$ cat src/rtl/brtc_pkg.sv
package brtc_pkg;

	localparam int CW        = 64;
	localparam int FRAC_BITS = 8;
	localparam int PCT_SCALE = 100 << FRAC_BITS;
	localparam int KW        = $clog2(PCT_SCALE + 1);
	localparam int QW        = KW;
	localparam int HALF      = CW / 2;
	localparam int NW        = CW + KW;
	localparam int PCT_W     = 15;
	localparam int N_TICKS   = 8;
	localparam int SEL_W     = $clog2(N_TICKS);
	localparam int SUM_TERMS = 6;
	localparam int DIV_CNT_W = $clog2(QW + 1);

	localparam logic [KW-1:0]    K_CONST = KW'(PCT_SCALE);
	localparam logic [PCT_W-1:0] PCT_MAX = {PCT_W{1'b1}};

	localparam logic [1:0] CMD_SAMPLE  = 2'd0;
	localparam logic [1:0] CMD_FAIL    = 2'd1;
	localparam logic [1:0] CMD_RESTART = 2'd2;

	localparam logic [1:0] STATUS_UNAVAIL = 2'd0;
	localparam logic [1:0] STATUS_STALE   = 2'd1;
	localparam logic [1:0] STATUS_FRESH   = 2'd2;

	localparam logic [2:0] CAUSE_NONE    = 3'd0;
	localparam logic [2:0] CAUSE_SOURCE  = 3'd1;
	localparam logic [2:0] CAUSE_OVERFLOW = 3'd2;
	localparam logic [2:0] CAUSE_REGRESS = 3'd3;
	localparam logic [2:0] CAUSE_ZERO    = 3'd4;

	typedef enum logic [1:0] {
		RES_FIRST,
		RES_FAIL,
		RES_FRESH
	} res_kind_t;

	typedef struct packed {
		logic             capture;
		logic             sum_step;
		logic [SEL_W-1:0] sum_sel;
		logic             form_total;
		logic             take_delta;
		logic             mul;
		logic             combine;
		logic             div_step;
		logic             clear_base;
		logic             commit_first;
		logic             commit_fresh;
		logic             load_out;
		res_kind_t        out_kind;
		logic [2:0]       out_cause;
	} brtc_cmd_t;

	typedef struct packed {
		logic overflow;
		logic base_valid;
		logic regress;
		logic zero_delta;
	} brtc_status_t;

	function automatic logic [PCT_W-1:0] sat_pct(input logic [QW-1:0] q);
		if (QW > PCT_W && (q >> PCT_W) != '0) begin
			return PCT_MAX;
		end
		return PCT_W'(q);
	endfunction

endpackage

$ cat src/rtl/busy_ratio_from_tick_counters_unit.sv
// Busy ratio unit: turns cumulative tick counter samples into a busy percentage.
// The input channel (in_valid, in_ready) carries a command, eight tick counters
// and a timestamp; the output channel (out_valid, out_ready) carries a status,
// the percent in Q7.8, the copied timestamp and a failure cause.
// A counter sample sums six busy counters through one accumulating adder and
// its two idle counters in a second adder, checks overflow, regression and zero
// delta, then scales the busy delta by a 32-bit split multiply and divides by
// the total delta in a restoring divider that retires one quotient bit per cycle.
// The unit takes a new item only once it is back in idle, after the result of
// the last item is loaded into the output register. A first sample or a failed
// check has its result after the checks and a source failure goes straight to
// the final step; a restart or an unused command gives no result and frees the
// unit at once.
// The result sits in an output register, so a stalled receiver does not hold up
// the work on the next item; the unit only waits in its final step when that
// register still holds a result whose transfer has not happened.
// Reset clears the baseline and the last valid percent and empties the output
// register.
module busy_ratio_from_tick_counters_unit
	import brtc_pkg::*;
(
	input  logic             clk,
	input  logic             arst_n,
	input  logic             in_valid,
	output logic             in_ready,
	input  logic [1:0]       command,
	input  logic [CW-1:0]    user_ticks,
	input  logic [CW-1:0]    nice_ticks,
	input  logic [CW-1:0]    system_ticks,
	input  logic [CW-1:0]    idle_ticks,
	input  logic [CW-1:0]    iowait_ticks,
	input  logic [CW-1:0]    irq_ticks,
	input  logic [CW-1:0]    softirq_ticks,
	input  logic [CW-1:0]    steal_ticks,
	input  logic [63:0]      sample_time_in,
	output logic             out_valid,
	input  logic             out_ready,
	output logic [1:0]       sample_status,
	output logic [PCT_W-1:0] busy_percent,
	output logic [63:0]      sample_time_out,
	output logic [2:0]       failure_cause
);

	brtc_cmd_t    cmd;
	brtc_status_t sts;

	brtc_controller u_ctrl (
		.clk       (clk),
		.arst_n    (arst_n),
		.in_valid  (in_valid),
		.command   (command),
		.in_ready  (in_ready),
		.out_valid (out_valid),
		.out_ready (out_ready),
		.sts       (sts),
		.cmd       (cmd)
	);

	brtc_datapath u_dp (
		.clk             (clk),
		.arst_n          (arst_n),
		.cmd             (cmd),
		.sts             (sts),
		.user_ticks      (user_ticks),
		.nice_ticks      (nice_ticks),
		.system_ticks    (system_ticks),
		.idle_ticks      (idle_ticks),
		.iowait_ticks    (iowait_ticks),
		.irq_ticks       (irq_ticks),
		.softirq_ticks   (softirq_ticks),
		.steal_ticks     (steal_ticks),
		.sample_time_in  (sample_time_in),
		.sample_status   (sample_status),
		.busy_percent    (busy_percent),
		.sample_time_out (sample_time_out),
		.failure_cause   (failure_cause)
	);

endmodule

$ cat src/rtl/brtc_datapath.sv
module brtc_datapath
	import brtc_pkg::*;
(
	input  logic                clk,
	input  logic                arst_n,
	input  brtc_cmd_t           cmd,
	output brtc_status_t        sts,
	input  logic [CW-1:0]       user_ticks,
	input  logic [CW-1:0]       nice_ticks,
	input  logic [CW-1:0]       system_ticks,
	input  logic [CW-1:0]       idle_ticks,
	input  logic [CW-1:0]       iowait_ticks,
	input  logic [CW-1:0]       irq_ticks,
	input  logic [CW-1:0]       softirq_ticks,
	input  logic [CW-1:0]       steal_ticks,
	input  logic [63:0]         sample_time_in,
	output logic [1:0]          sample_status,
	output logic [PCT_W-1:0]    busy_percent,
	output logic [63:0]         sample_time_out,
	output logic [2:0]          failure_cause
);

	logic [CW-1:0]      tick_q [N_TICKS];
	logic [63:0]        time_q;
	logic [CW+2:0]      busy_acc_q;
	logic [CW:0]        idle_acc_q;
	logic [CW-1:0]      total_q;
	logic               overflow_q;
	logic [CW-1:0]      d_total_q;
	logic [CW-1:0]      d_busy_q;
	logic [HALF+KW-1:0] prod_lo_q;
	logic [HALF+KW-1:0] prod_hi_q;
	logic [CW-1:0]      rem_q;
	logic [QW-1:0]      low_q;
	logic [QW-1:0]      quot_q;

	logic               base_valid_q;
	logic [CW-1:0]      base_busy_q;
	logic [CW-1:0]      base_idle_q;
	logic [CW-1:0]      base_total_q;
	logic               last_present_q;
	logic [PCT_W-1:0]   last_pct_q;

	logic [1:0]         status_out_q;
	logic [PCT_W-1:0]   pct_out_q;
	logic [63:0]        time_out_q;
	logic [2:0]         cause_out_q;

	logic [CW+3:0]      total_ext;
	logic [NW-1:0]      num;
	logic [CW:0]        trial;
	logic [CW:0]        trial_diff;
	logic               trial_ge;

	assign total_ext  = (CW+4)'(busy_acc_q) + (CW+4)'(idle_acc_q);
	assign num        = NW'(prod_lo_q) + {prod_hi_q, {HALF{1'b0}}};
	assign trial      = {rem_q, low_q[QW-1]};
	assign trial_ge   = trial >= {1'b0, d_total_q};
	assign trial_diff = trial - {1'b0, d_total_q};

	assign sts.overflow   = overflow_q;
	assign sts.base_valid = base_valid_q;
	assign sts.regress    = (total_q < base_total_q) ||
		(idle_acc_q[CW-1:0] < base_idle_q) ||
		(busy_acc_q[CW-1:0] < base_busy_q);
	assign sts.zero_delta = total_q == base_total_q;

	always_ff @(posedge clk) begin
		if (cmd.capture) begin
			tick_q[0]  <= user_ticks;
			tick_q[1]  <= nice_ticks;
			tick_q[2]  <= system_ticks;
			tick_q[3]  <= irq_ticks;
			tick_q[4]  <= softirq_ticks;
			tick_q[5]  <= steal_ticks;
			tick_q[6]  <= idle_ticks;
			tick_q[7]  <= iowait_ticks;
			time_q     <= sample_time_in;
			busy_acc_q <= '0;
		end else if (cmd.sum_step) begin
			busy_acc_q <= busy_acc_q + (CW+3)'(tick_q[cmd.sum_sel]);
		end
		if (cmd.sum_step) begin
			idle_acc_q <= (CW+1)'(tick_q[6]) + (CW+1)'(tick_q[7]);
		end
		if (cmd.form_total) begin
			total_q    <= total_ext[CW-1:0];
			overflow_q <= total_ext[CW+3:CW] != '0;
		end
		if (cmd.take_delta) begin
			d_total_q <= total_q - base_total_q;
			d_busy_q  <= busy_acc_q[CW-1:0] - base_busy_q;
		end
		if (cmd.mul) begin
			prod_lo_q <= (HALF+KW)'(d_busy_q[HALF-1:0]) * (HALF+KW)'(K_CONST);
			prod_hi_q <= (HALF+KW)'(d_busy_q[CW-1:HALF]) * (HALF+KW)'(K_CONST);
		end
		if (cmd.combine) begin
			rem_q  <= num[NW-1:QW];
			low_q  <= num[QW-1:0];
			quot_q <= '0;
		end else if (cmd.div_step) begin
			low_q <= low_q << 1;
			if (trial_ge) begin
				rem_q  <= trial_diff[CW-1:0];
				quot_q <= {quot_q[QW-2:0], 1'b1};
			end else begin
				rem_q  <= trial[CW-1:0];
				quot_q <= {quot_q[QW-2:0], 1'b0};
			end
		end
		if (cmd.load_out) begin
			time_out_q <= time_q;
			unique case (cmd.out_kind)
				RES_FIRST: begin
					status_out_q <= STATUS_UNAVAIL;
					pct_out_q    <= '0;
				end
				RES_FRESH: begin
					status_out_q <= STATUS_FRESH;
					pct_out_q    <= sat_pct(quot_q);
				end
				default: begin
					status_out_q <= last_present_q ? STATUS_STALE : STATUS_UNAVAIL;
					pct_out_q    <= last_present_q ? last_pct_q : '0;
				end
			endcase
			cause_out_q <= cmd.out_cause;
		end
	end

	always_ff @(posedge clk or negedge arst_n) begin
		if (!arst_n) begin
			base_valid_q   <= 1'b0;
			base_busy_q    <= '0;
			base_idle_q    <= '0;
			base_total_q   <= '0;
			last_present_q <= 1'b0;
			last_pct_q     <= '0;
		end else begin
			if (cmd.clear_base) begin
				base_valid_q <= 1'b0;
			end
			if (cmd.commit_first || cmd.commit_fresh) begin
				base_valid_q <= 1'b1;
				base_busy_q  <= busy_acc_q[CW-1:0];
				base_idle_q  <= idle_acc_q[CW-1:0];
				base_total_q <= total_q;
			end
			if (cmd.commit_fresh) begin
				last_present_q <= 1'b1;
				last_pct_q     <= sat_pct(quot_q);
			end
		end
	end

	assign sample_status   = status_out_q;
	assign busy_percent    = pct_out_q;
	assign sample_time_out = time_out_q;
	assign failure_cause   = cause_out_q;

	// The partial remainder must stay below the divisor throughout the division.
	a_rem_below_divisor: assert property (@(posedge clk) disable iff (!arst_n)
		cmd.div_step |-> rem_q < d_total_q)
		else $error("division remainder not below divisor");

	// A fresh percent never exceeds the full scale.
	a_fresh_in_range: assert property (@(posedge clk) disable iff (!arst_n)
		cmd.commit_fresh |-> quot_q <= QW'(PCT_SCALE))
		else $error("fresh percent above full scale");

	// Busy delta cannot exceed total delta once the regression check has passed.
	a_busy_le_total: assert property (@(posedge clk) disable iff (!arst_n)
		cmd.mul |-> d_busy_q <= d_total_q)
		else $error("busy delta above total delta");

endmodule

$ cat src/rtl/brtc_controller.sv
module brtc_controller
	import brtc_pkg::*;
(
	input  logic         clk,
	input  logic         arst_n,
	input  logic         in_valid,
	input  logic [1:0]   command,
	output logic         in_ready,
	output logic         out_valid,
	input  logic         out_ready,
	input  brtc_status_t sts,
	output brtc_cmd_t    cmd
);

	typedef enum logic [3:0] {
		ST_IDLE,
		ST_SUM,
		ST_TOTAL,
		ST_CHECK,
		ST_DELTA,
		ST_MUL,
		ST_COMBINE,
		ST_DIV,
		ST_FINISH
	} state_t;

	state_t               state_q;
	logic [SEL_W-1:0]     step_q;
	logic [DIV_CNT_W-1:0] div_cnt_q;
	res_kind_t            kind_q;
	logic [2:0]           cause_q;
	logic                 out_valid_q;
	logic                 slot_free;

	assign in_ready  = state_q == ST_IDLE;
	assign out_valid = out_valid_q;
	assign slot_free = !out_valid_q || out_ready;

	always_comb begin
		cmd           = '0;
		cmd.sum_sel   = step_q;
		cmd.out_kind  = kind_q;
		cmd.out_cause = cause_q;
		unique case (state_q)
			ST_IDLE: begin
				cmd.capture    = in_valid;
				cmd.clear_base = in_valid && command == CMD_RESTART;
			end
			ST_SUM:     cmd.sum_step   = 1'b1;
			ST_TOTAL:   cmd.form_total = 1'b1;
			ST_DELTA:   cmd.take_delta = 1'b1;
			ST_MUL:     cmd.mul        = 1'b1;
			ST_COMBINE: cmd.combine    = 1'b1;
			ST_DIV:     cmd.div_step   = 1'b1;
			ST_FINISH: begin
				if (slot_free) begin
					cmd.load_out     = 1'b1;
					cmd.commit_first = kind_q == RES_FIRST;
					cmd.commit_fresh = kind_q == RES_FRESH;
					cmd.clear_base   = kind_q == RES_FAIL;
				end
			end
			default: ;
		endcase
	end

	always_ff @(posedge clk or negedge arst_n) begin
		if (!arst_n) begin
			state_q     <= ST_IDLE;
			step_q      <= '0;
			div_cnt_q   <= '0;
			kind_q      <= RES_FAIL;
			cause_q     <= CAUSE_NONE;
			out_valid_q <= 1'b0;
		end else begin
			if (cmd.load_out) begin
				out_valid_q <= 1'b1;
			end else if (out_ready) begin
				out_valid_q <= 1'b0;
			end
			unique case (state_q)
				ST_IDLE: begin
					if (in_valid) begin
						unique case (command)
							CMD_SAMPLE: begin
								state_q <= ST_SUM;
								step_q  <= '0;
							end
							CMD_FAIL: begin
								state_q <= ST_FINISH;
								kind_q  <= RES_FAIL;
								cause_q <= CAUSE_SOURCE;
							end
							default: state_q <= ST_IDLE;
						endcase
					end
				end
				ST_SUM: begin
					if (step_q == SEL_W'(SUM_TERMS - 1)) begin
						state_q <= ST_TOTAL;
					end else begin
						step_q <= step_q + 1'b1;
					end
				end
				ST_TOTAL: state_q <= ST_CHECK;
				ST_CHECK: begin
					priority if (sts.overflow) begin
						state_q <= ST_FINISH;
						kind_q  <= RES_FAIL;
						cause_q <= CAUSE_OVERFLOW;
					end else if (!sts.base_valid) begin
						state_q <= ST_FINISH;
						kind_q  <= RES_FIRST;
						cause_q <= CAUSE_NONE;
					end else if (sts.regress) begin
						state_q <= ST_FINISH;
						kind_q  <= RES_FAIL;
						cause_q <= CAUSE_REGRESS;
					end else if (sts.zero_delta) begin
						state_q <= ST_FINISH;
						kind_q  <= RES_FAIL;
						cause_q <= CAUSE_ZERO;
					end else begin
						state_q <= ST_DELTA;
					end
				end
				ST_DELTA: state_q <= ST_MUL;
				ST_MUL:   state_q <= ST_COMBINE;
				ST_COMBINE: begin
					state_q   <= ST_DIV;
					div_cnt_q <= DIV_CNT_W'(QW);
				end
				ST_DIV: begin
					div_cnt_q <= div_cnt_q - 1'b1;
					if (div_cnt_q == DIV_CNT_W'(1)) begin
						state_q <= ST_FINISH;
						kind_q  <= RES_FRESH;
						cause_q <= CAUSE_NONE;
					end
				end
				ST_FINISH: begin
					if (slot_free) begin
						state_q <= ST_IDLE;
					end
				end
				default: state_q <= ST_IDLE;
			endcase
		end
	end

	// The result register is only overwritten once its previous transfer has happened.
	a_no_overwrite: assert property (@(posedge clk) disable iff (!arst_n)
		cmd.load_out |-> (!out_valid_q || out_ready))
		else $error("result overwritten before transfer");

	// A fresh result needs a baseline from an earlier sample.
	a_fresh_needs_base: assert property (@(posedge clk) disable iff (!arst_n)
		cmd.commit_fresh |-> sts.base_valid)
		else $error("fresh result without baseline");

	// A counter sample always starts the summing sequence.
	a_sample_starts_sum: assert property (@(posedge clk) disable iff (!arst_n)
		(in_valid && in_ready && command == CMD_SAMPLE) |=> state_q == ST_SUM)
		else $error("sample did not start summing");

	// The divider never runs with an exhausted step count.
	a_div_count: assert property (@(posedge clk) disable iff (!arst_n)
		state_q == ST_DIV |-> div_cnt_q != '0)
		else $error("divider step count exhausted");

endmodule
$ cat config.mk
export PLATFORM = sky130hd
export DESIGN_NAME = busy_ratio_from_tick_counters_unit
export DESIGN_NICKNAME = d
export VERILOG_FILES = /design/src/rtl/brtc_pkg.sv /design/src/rtl/busy_ratio_from_tick_counters_unit.sv /design/src/rtl/brtc_datapath.sv /design/src/rtl/brtc_controller.sv
export SDC_FILE = /design/constraint.sdc
export NUM_CORES = 2
export LEC_CHECK = 0
export ABC_AREA = 1
export BUFFER_PORTS_ARGS = -buffer_cell sky130_fd_sc_hd__buf_2
export CORE_ASPECT_RATIO = 1.2
export CORE_MARGIN = 8
export CORE_UTILIZATION = 63
export CTS_BUF_LIST = sky130_fd_sc_hd__clkbuf_8
export DETAILED_ROUTE_END_ITERATION = 8
export PLACE_DENSITY = 0.83
export SLEW_MARGIN = 30
export SYNTH_ARGS = -nofsm -noshare
export SYNTH_HDL_FRONTEND = slang
export SYNTH_SLANG_ARGS = --single-unit
$ cat constraint.sdc
create_clock -name clk -period 21.5 [get_ports clk]
set_clock_uncertainty 0.05 [all_clocks]
set_input_delay 0 -clock clk [delete_from_list [all_inputs] [get_ports clk]]
set_output_delay 0 -clock clk [all_outputs]
set_load 0.01 [all_outputs]
==> results of run 1 <==
-- metal layers --
metal,GRT overflow,GRT usage
met1,202,0.779
met2,644,0.959
met3,228,0.740
met4,402,0.814
met5,6,0.569
-- cells by family after synthesis --
group	Yosys count	share of synthesized area
DFF	1369	0.457
AOI/OAI and AO/OA	2209	0.142
buffers and inverters	1601	0.0719
xor gates and xnor gates	386	0.0395
adders and majority gates	719	0.110
and+or+nand+nor	3746	0.179
-- through the flow --
step	setup WS [ps]	cells	cell area [um^2]	util
4_1_cts	15340	13897	107000	0.790
3_5_place_dp	15450	12338	90800	0.671
3_3_place_gp	15580	12338	90800	0.671
2_1_floorplan	3270	10030	85700	-
==> out/metrics.yaml, run 1 <==
synth_warnings: 0
gp_congestion: 1.10
synth.largest_area_cell: "edfxtp_1"
synth_ff_type: "edfxtp_1"
cts_root_buf: "clkbuf_8"
synth_area_leaders: "edfxtp_1, ha_1, nand2_1"
overflow: 1482
cts_resized: 0
initial_core_util: 0.633
synthArstFlopShare: 0.165
outcome: "did not finish"
rows: 148
synthTopCellsByCount: "nand2_1, inv_1, nor2_1"
dp_hpwl_mm: 251
synth_top_area_frac: 0.372
synth-seq-area-share: 0.457
ctsLongestPathBuffers: 3
cts.sinks: 1369
cts_made_buffers: 210
synth_edf_count: 1061
syn-mean-instance-area_um2: 8.54
ios: 668
ctsHoldBuffers: 1165
lastStage: "global routing (5_1_grt)"
postSynthCellCount: 10030
tool.error: "[ERROR GRT-0116] Global routing finished with congestion. Check the congestion regions in the DRC Viewer."
die_x_um: 353
ys_ff_latch: 1369
htree_levels: 4
synth_cell_types: 58
cts_setup_buffers: 0
chipHeight_um: 420
grt_pass1_vias: 112275
place.port_buffers: 667
grtUsageTotal: 0.821
grt_max_degree: 254
synth_most_common_cell: "nand2_1"
syn-cell-area_um2: 85700
synthesis.nets: 11331
grt_pass1_wl_mm: 879
==> run 2, diff against run 1 <==
CORE_ASPECT_RATIO = default   (was 1.2)
CORE_UTILIZATION = 40   (was 63)
CTS_BUF_LIST = default   (was sky130_fd_sc_hd__clkbuf_8)
PLACE_DENSITY = default   (was 0.83)
PLACE_DENSITY_LB_ADDON = 0.15   (was default)
==> out/metrics.yaml, run 2 <==
viasPerCell: 5.28
ctsLongestPathBuffers: 3
synth.largest_area_cell: "edfxtp_1"
rsz0062_at_grt: "false"
critical_path_class: "reg -> reg"
cts.sinks: 1369
cp.depth: 19
reg2reg_from: "u_ctrl.step_q[0]"
htree_levels: 4
outcome: "finished clean"
fillCellCount: 19710
clk_latency_ps: 820
slew_violations: 0
slew_headroom: 0.305
cpMostUsedCell: "o21ai_0"
drtAntennaViolNets: 0
cts_root_buf: "clkbuf_16"
fmax_mhz: 162
layout_commonest_cell: "nand2_1"
cts_tree: "done"
largestRegisters: "u_dp.tick_q x512, u_dp.busy_acc_q x67, u_dp.idle_acc_q x65"
p_per_area_nw_per_um2: 134
synth_edf_count: 1061
r2r_end: "u_dp.busy_acc_q[64]"
cts_made_buffers: 157
period_share: 0.288
final_cell_area_um2: 109000
grt_pass1_vias: 81267
hold_viol: 0
chipHeight_um: 479
layout.nets: 13171
critPathRequiredTime_ps: 22150
syn-cell-area_um2: 85700
path_cells: "inv_6 > buf_4 > buf_4 > o21ai_0 > o21ai_0 > inv_1 > o21ai_0 > inv_1 > fa_1 > o21ai_0 > a21oi_1 > o21ai_0 > nand3_1 > nand3b_1 > nand3_1 > nand2_1 > nand3_1 > nand2_1 > nor2_1"
drt_pass1_iterations: 6
largest_register: "u_dp.tick_q"
core_area_um2: 214000
num_vias: 78445
gp_congestion: 0.980
cts_resized: 0
synthesis.nets: 11331
synth-seq-area-share: 0.457
rrSetupSlack_ps: 15320
startpoint: "u_ctrl.step_q[0]"
wl_mm: 329
slowest_delay_ps: 790
ir_worst_vdd_uv: 137
remaining_drc_errors: 0
syn-mean-instance-area_um2: 8.54
drive_gt1_frac: 0.0862
cp.arrival_ps: 6830
synthArstFlopShare: 0.165
cp-end-kind: "register"
synth_top_area_frac: 0.372
final_cell_mix: "nand2_1, inv_1, nor2_1"
min_period_ps: 6180
dp_hpwl_mm: 251
setup_viol: 0
crit_buf_inv: 5
crit_end: "u_dp.busy_acc_q[64]"
avgRoutedWirePerCell_um: 22.2
grtUsageTotal: 0.278
cp_slowest_cell: "buf_4"
largest_reg_flops: 512
antenna_found_initial: 14
worst_pin_slew_ps: 1030
setup_tns_ps: 0
maxCapViolations: 0
grt_max_degree: 253
path_delay_family: "buffers and inverters"
synthTopCellsByCount: "nand2_1, inv_1, nor2_1"
synth_cell_types: 58
ys_ff_latch: 1369
rows: 170
synth_ff_type: "edfxtp_1"
area_growth_syn_to_layout_pct: 27.5
leakage_nw: 46.8
path_clk_slew_ps: 60
place_area_um2: 92200
overflow: 0
synth_area_leaders: "edfxtp_1, ha_1, nand2_1"
drt_iter0_drc: 5845
postSynthCellCount: 10030
grt_pass1_wl_mm: 490
synth_most_common_cell: "nand2_1"
initial_core_util: 0.401
synth_warnings: 0
startpoint_type: "register"
hold_path.class: "in -> reg"
ff2ff_path_depth: 19
place.port_buffers: 667
critPathMaxFanout: 122
ios: 668
die_x_um: 479
dieArea_um2: 229000
[run 2: cell counts after synthesis]
No cell type changed its count.
[run 2: where the power goes]
part	switching (mW)	internal, mW	total, mW
registers	0.421	3.80	4.22
clock network	1.18	1.57	2.75
logic	5.34	2.34	7.68
total	6.95	7.71	14.7
[run 2: metrics by stage]
stage | util | instances | setup WS, ps | hold slack, ps | total power [mW]
4_1_cts | 0.510 | 14837 | 15510 | 86.7 | 14.6
5_1_grt | 0.511 | 14853 | 15000 | 157 | 15.5
6_report | 0.511 | 14855 | 15320 | 187 | 14.7
3_3_place_gp | 0.431 | 13382 | 15510 | -36.4 | 11.6
2_1_floorplan | - | 10030 | 3270 | -346 | 9.05
3_5_place_dp | 0.431 | 13383 | 15530 | -36.7 | 11.6
[run 2: final cells by class]
class,instances,area [um^2],share of cell area
Multi-Input combinational cell,7060,40400,0.370
Sequential cell,1369,39200,0.359
Timing Repair Buffer,1886,15500,0.142
Inverter,1396,5260,0.0481
Clock buffer,194,4140,0.0379
Tap cell,2838,3550,0.0325
Clock inverter,96,1070,0.00983
Antenna cell,16,40.0,0.000367
[run 2: worst min path at each step]
stage | from | to | slack (ps) | cells past startpoint
after CTS | command[0] | u_ctrl.state_q[0] | 90 | 5
after floorplan | arst_n | u_ctrl.cause_q[0] | -350 | 0
after global placement | arst_n | u_dp.base_idle_q[55] | -40 | 1
after detailed placement | arst_n | u_dp.base_idle_q[58] | -40 | 1
final | command[0] | u_ctrl.state_q[0] | 190 | 5
after global routing | command[1] | u_ctrl.state_q[0] | 160 | 5
[run 2: cell families after synthesis]
kind of cell,Yosys count,share of synthesized area
AO/OA/AOI/OAI,2209,0.142
XOR/XNOR,386,0.0395
adder cells (fa/ha/maj),719,0.110
buffers and inverters,1601,0.0719
flip-flops,1369,0.457
AND/OR/NAND/NOR,3746,0.179
[run 2: what timing repair did]
action                    4_1_cts  5_1_grt
setup buffers                   0        0
hold endpoints to repair      799        0
hold buffers                 1164        0
[run 2: layer usage]
layer	routed length (um)	up-vias	global-route usage
met5	0	-	0
met4	20600	0	0.148
met3	14400	724	0.0322
met2	163000	2654	0.496
met1	131000	37476	0.326
li1	-	37591	-
[run 2: tightest hold or removal path, cell delays in order]
cell	delay, ps
dlygate4sd3_1	550
buf_2	130
nor3_1	60
o31ai_1	190
o21ai_0	80
Power figures use the tool's default switching activity.
